### src/design/trcpu_pkg.sv
// Shared types and constants for the two-register CPU core.
// Instruction bit positions, memory geometry and the structs passed between modules.
// No dependencies.
`default_nettype none

package trcpu_pkg;

    // Word memory geometry (power of two, 1024 to 32768 words)
    localparam int MEM_DEPTH = 32768;
    localparam int MEM_AW    = $clog2(MEM_DEPTH);

    // Instruction field positions
    localparam int INS_COMPUTE = 15;
    localparam int INS_USE_MEM = 12;
    localparam int INS_ZX      = 11;
    localparam int INS_NX      = 10;
    localparam int INS_ZY      = 9;
    localparam int INS_NY      = 8;
    localparam int INS_F       = 7;
    localparam int INS_NO      = 6;
    localparam int INS_DEST_A  = 5;
    localparam int INS_DEST_D  = 4;
    localparam int INS_DEST_M  = 3;
    localparam int INS_JLT     = 2;
    localparam int INS_JEQ     = 1;
    localparam int INS_JGT     = 0;

    // Memory write port
    typedef struct packed {
        logic              en;
        logic [MEM_AW-1:0] addr;
        logic [15:0]       data;
    } t_mem_wr;

    // Architectural update and result of one instruction
    typedef struct packed {
        logic [14:0] pc;
        logic [14:0] a;
        logic [15:0] d;
        logic        written;
        logic [14:0] waddr;
        logic [15:0] wdata;
        logic        fault;
    } t_exec_res;

endpackage

`default_nettype wire

### src/design/trcpu_exec.sv
// Execute logic of the CPU core: operand select, six-flag ALU, destinations and jump.
// Combinational; depends on trcpu_pkg.
`default_nettype none

module trcpu_exec (
    input  wire logic [15:0]          i_ins,
    input  wire logic [14:0]          i_pc,
    input  wire logic [14:0]          i_a,
    input  wire logic [15:0]          i_d,
    input  wire logic [15:0]          i_mem_data,
    output trcpu_pkg::t_exec_res      o_res
);
    import trcpu_pkg::*;

    logic [15:0] w_x;
    logic [15:0] w_y;
    logic [15:0] w_x1;
    logic [15:0] w_y1;
    logic [15:0] w_f;
    logic [15:0] w_r;
    logic        w_neg;
    logic        w_zero;
    logic        w_take;
    logic [14:0] w_a_new;
    logic [14:0] w_pc_inc;

    // ALU: zero and invert each operand, add or and, invert the result
    always_comb begin
        w_x  = i_ins[INS_ZX] ? 16'd0 : i_d;
        w_x1 = i_ins[INS_NX] ? ~w_x : w_x;
        w_y  = i_ins[INS_USE_MEM] ? i_mem_data : {1'b0, i_a};
        w_y  = i_ins[INS_ZY] ? 16'd0 : w_y;
        w_y1 = i_ins[INS_NY] ? ~w_y : w_y;
        w_f  = i_ins[INS_F] ? (w_x1 + w_y1) : (w_x1 & w_y1);
        w_r  = i_ins[INS_NO] ? ~w_f : w_f;
    end

    assign w_neg    = w_r[15];
    assign w_zero   = (w_r == 16'd0);
    assign w_take   = (i_ins[INS_JLT] & w_neg) | (i_ins[INS_JEQ] & w_zero)
                    | (i_ins[INS_JGT] & ~w_neg & ~w_zero);
    assign w_a_new  = i_ins[INS_DEST_A] ? w_r[14:0] : i_a;
    assign w_pc_inc = i_pc + 15'd1;

    // Build the update for a load-A or a compute instruction
    always_comb begin
        if (!i_ins[INS_COMPUTE]) begin
            o_res.pc      = w_pc_inc;
            o_res.a       = i_ins[14:0];
            o_res.d       = i_d;
            o_res.written = 1'b0;
            o_res.waddr   = '0;
            o_res.wdata   = '0;
            o_res.fault   = 1'b0;
        end else begin
            o_res.pc      = w_take ? w_a_new : w_pc_inc;
            o_res.a       = w_a_new;
            o_res.d       = i_ins[INS_DEST_D] ? w_r : i_d;
            o_res.written = i_ins[INS_DEST_M];
            o_res.waddr   = i_ins[INS_DEST_M] ? i_a : 15'd0;
            o_res.wdata   = i_ins[INS_DEST_M] ? w_r : 16'd0;
            o_res.fault   = i_ins[INS_DEST_A] & w_neg;
        end
    end

endmodule

`default_nettype wire

### config.mk
export PLATFORM = sky130hd
export DESIGN_NAME = trcpu_exec
export DESIGN_NICKNAME = d
export VERILOG_FILES = /design/src/design/trcpu_pkg.sv /design/src/design/trcpu_exec.sv
export SDC_FILE = /design/constraint.sdc
export NUM_CORES = 1
export LEC_CHECK = 0
export BUFFER_PORTS_ARGS = -buffer_cell sky130_fd_sc_hd__buf_2
export CAP_MARGIN = 20
export CORE_MARGIN = 4
export CORE_UTILIZATION = 53
export DETAILED_ROUTE_END_ITERATION = 8
export PLACE_DENSITY = 0.88
export SYNTH_ARGS = -nofsm -noshare
export SYNTH_HDL_FRONTEND = slang
export SYNTH_SLANG_ARGS = --single-unit
### constraint.sdc
create_clock -name vclk -period 10.55
set_clock_uncertainty 0.2 [all_clocks]
set_input_delay 1.055 -clock vclk [all_inputs]
set_output_delay 1.055 -clock vclk [all_outputs]
set_load 0.005 [all_outputs]
* Yosys cells after proc, flatten, opt, wreduce, memory -nomap -nowiden
Cells that the tools add are included.
Word-level totals: bits of input ports 78, bits in registers 0
Operators by class: muxes and demuxes 13, add/subtract/negate cells 2, reduce and logical (&&, ||, !) cells 1, bitwise operators 13
Operators by type and width (count):
- 16-bit two-way mux | 9
- 79-bit two-way mux | 1
- 16-bit NOT | 3
- 15-bit two-way mux | 3
- 16-bit adder | 1
- 16-bit AND | 1
- 16-bit zero test | 1
- 15-bit by 1-bit adder with 15-bit output, second input constant | 1
- 1-bit AND | 5
- 1-bit NOT | 2
- 1-bit bitwise OR | 2

* Longest topological paths before layout
depth in word-level cells 14, mapped depth 18, mapped depth without buffers 16

* Least setup slack after synthesis
No wires, ideal clock.
kind input port to output port, from input i_ins[12], to output o_res[68] in the netlist's numbering, stages on the path 18, setup slack 3.766 ns, arrival 5.529 ns, data required time 9.295 ns, path through clkbuf_1 -> clkbuf_1 -> mux2i_1 -> nor2_1 -> xor2_1 -> ha_1 -> clkbuf_2 -> o211a_1 -> o31a_1 -> or3_4 -> a31oi_4 -> and4_1 -> o221ai_1 -> or4_4 -> or4_4 -> a31oi_4 -> buf_6 -> mux2i_1
RTL lines:
- from (decl) | RTL line trcpu_exec.sv:6 | input wire logic [15:0] i_ins,
- to (decl) | RTL line trcpu_exec.sv:11 | output trcpu_pkg::t_exec_res o_res

==> flow_metrics.env <==
export IMPL_status="completed"
export IMPL_synth_cell_types=56
export IMPL_multi_input_area_sq_um=2910
export IMPL_syn_to_final_growth_pct=23.7
export IMPL_nClkBuffers=0
export IMPL_post_cts_buffers=0
export IMPL_yosysTopAreaCell="mux2i_1"
export IMPL_seq_cells=0
export IMPL_clock_fmax_mhz=135
export IMPL_grt_max_degree=47
export IMPL_drt_wl_total_um=11200
export IMPL_die_h_um=84.4
export IMPL_hold_buffers=0
export IMPL_slew_violations=0
export IMPL_synth_area_top_cells="mux2i_1 12%, xnor2_1 11%, nor2_1 8.4%"
export IMPL_cap_viol_max_count=0
export IMPL_vdd_drop_max_mv=0.0454
export IMPL_pin_count=157
export IMPL_final_hold_viol_count=0
export IMPL_cts_resized=0
export IMPL_timing_final_crit_share=0.703
export IMPL_setup_viol=0
export IMPL_cp_start_kind="input pin"
export IMPL_grt_pass1_wl_um=17800
export IMPL_antenna_cells=0
export IMPL_worst_pin_slew_ns=0.888
export IMPL_antenna_found_initial=0
export IMPL_hold_class="in -> out"
export IMPL_dieArea_sq_um=7130
export IMPL_crit_type="in -> out"
export IMPL_p_leak_nw=1.93
export IMPL_cp_arrival_ns=6.16
export IMPL_cp_max_fo=17
export IMPL_grtUsageTotal=0.293
export IMPL_power_density_nw_per_um2=86.3
export IMPL_synth_area_sq_um=3100
export IMPL_endpoint_kind="output pin"
export IMPL_dp_hpwl_um=8990
export IMPL_yosysWarnings=0
export IMPL_initial_core_util=0.555
export IMPL_drt_iter0_drc=249
export IMPL_fillCellCount=507
export IMPL_globalplace_congestion=0.934
export IMPL_ys_seq_area_frac=0
export IMPL_portBuffers=157
export IMPL_rows=27
export IMPL_firstDrtPassIters=5
export IMPL_period_needed_ns=7.42
export IMPL_drive_gt1_frac=0.288
export IMPL_viasPerCell=5.96
export IMPL_antenna_left=0
export IMPL_fin_nets=699
export IMPL_rsz0062_at_grt="false"
export IMPL_grt_pass1_vias=3802
export IMPL_tns_ns=0
export IMPL_cp_required_ns=9.30
export IMPL_core_sq_um=5570
export IMPL_slew_headroom=0.406
export IMPL_hold_ws_ns=2.19
export IMPL_regArea_sq_um=0
export IMPL_vias=4014
export IMPL_syn_inst=478
export IMPL_dieWidth_um=84.4
export IMPL_wire_per_inst_um=16.6
export IMPL_syn_avg_cell_area_sq_um=6.48
export IMPL_drc=0
export IMPL_overflow=0
export IMPL_synth_fp_nets=574
export IMPL_synth_top_area_frac=0.116
path summary, 6_finish.rpt:
kind                      start   endpoint  cells past startpoint
worst max-delay path  i_ins[12]  o_res[65]                     18
worst min-delay path  i_ins[14]  o_res[63]                      4
power by group:
part | switching (W) | internal [W] | leakage (nW) | total, W
Clock | 0 | 0 | 0 | 0
Sequential | 0 | 0 | 0 | 0
Combinational | 0.000192 | 0.000139 | 1.93 | 0.000330
critical path: stages:
cell	delay, ns
buf_2	0.39
mux2i_1	0.25
nor2_1	0.07
xor2_1	0.15
ha_1	0.25
inv_1	0.09
fa_1	0.40
nor2b_1	0.20
o21ai_0	0.13
and4_1	0.22
nor3_1	0.34
nor4b_1	0.31
o221ai_1	0.19
or4_4	0.46
or4_4	0.55
a31oi_4	0.57
mux2_2	0.40
buf_2	0.12
cell families (layout without fill, tap and decap cells):
logic type               after synthesis  count (layout)  synth area share
AO/OA/AOI/OAI                        111             111             0.228
XOR/XNOR                              66              66             0.187
adder cells (fa/ha/maj)               18              18            0.0752
buffers and inverters                 45             168            0.0590
multiplexers                          42              42             0.138
AND/OR/NAND/NOR                      196             196             0.313
final cells by class:
| cell class | count | share of cell area |
|---|---|---|
| inverter | 11 | 0.0108 |
| multi-input combinational | 433 | 0.761 |
| tap | 72 | 0.0235 |
| timing repair buffer | 157 | 0.205 |
cell usage after synthesis, drive strengths merged, types with 3 or more instances:
cell / instances
a21o: 6
a21oi: 40
a31oi: 9
and2: 5
and3: 19
buf: 7
clkbuf: 27
ha: 17
inv: 10
mux2: 6
mux2i: 36
nand2: 37
nand2b: 18
nand3: 14
nand3b: 3
nand4: 3
nor2: 69
nor2b: 7
nor3: 6
o211ai: 6
o21a: 3
o21ai: 31
or3: 4
xnor2: 40
xor2: 26
layout by cell type, fill, tap and decap left out, drive strengths merged, types with 3 or more instances in the layout:
cell | Yosys | layout
and3 | 19 | 19
mux2i | 36 | 36
nand4 | 3 | 3
inv | 10 | 10
or3 | 4 | 4
xnor2 | 40 | 40
nand2b | 18 | 18
nor3 | 6 | 6
a21oi | 40 | 40
o211ai | 6 | 6
a31oi | 9 | 9
xor2 | 26 | 26
o21ai | 31 | 31
nand2 | 37 | 37
o21a | 3 | 3
and2 | 5 | 5
nand3b | 3 | 3
nand3 | 14 | 14
ha | 17 | 17
a21o | 6 | 6
buf | 7 | 157
nor2b | 7 | 7
nor2 | 69 | 69
mux2 | 6 | 6
per-stage QoR:
step | setup WS, ns | instance area (sq um) | utilization | instances | power [W]
3_5_place_dp | 3.21 | 3830 | 0.687 | 673 | 0.000323
6_report | 3.13 | 3830 | 0.687 | 673 | 0.000330
4_1_cts | 3.19 | 3830 | 0.687 | 673 | 0.000325
2_1_floorplan | 3.77 | 3100 | - | 478 | 0.000222
5_1_grt | 2.88 | 3830 | 0.687 | 673 | 0.000361
3_3_place_gp | 3.37 | 3830 | 0.687 | 673 | 0.000316
layer usage:
metal  wire [um]  up-vias  track usage  part of all wire
met5           0        -            0                 0
met4         360        0        0.101             0.032
met3        1080       36       0.0304             0.096
met2        5320      216        0.506              0.48
met1        4410     1838        0.377              0.40
li1            -     1924            -                 -
(Power assumes the default switching activity.)
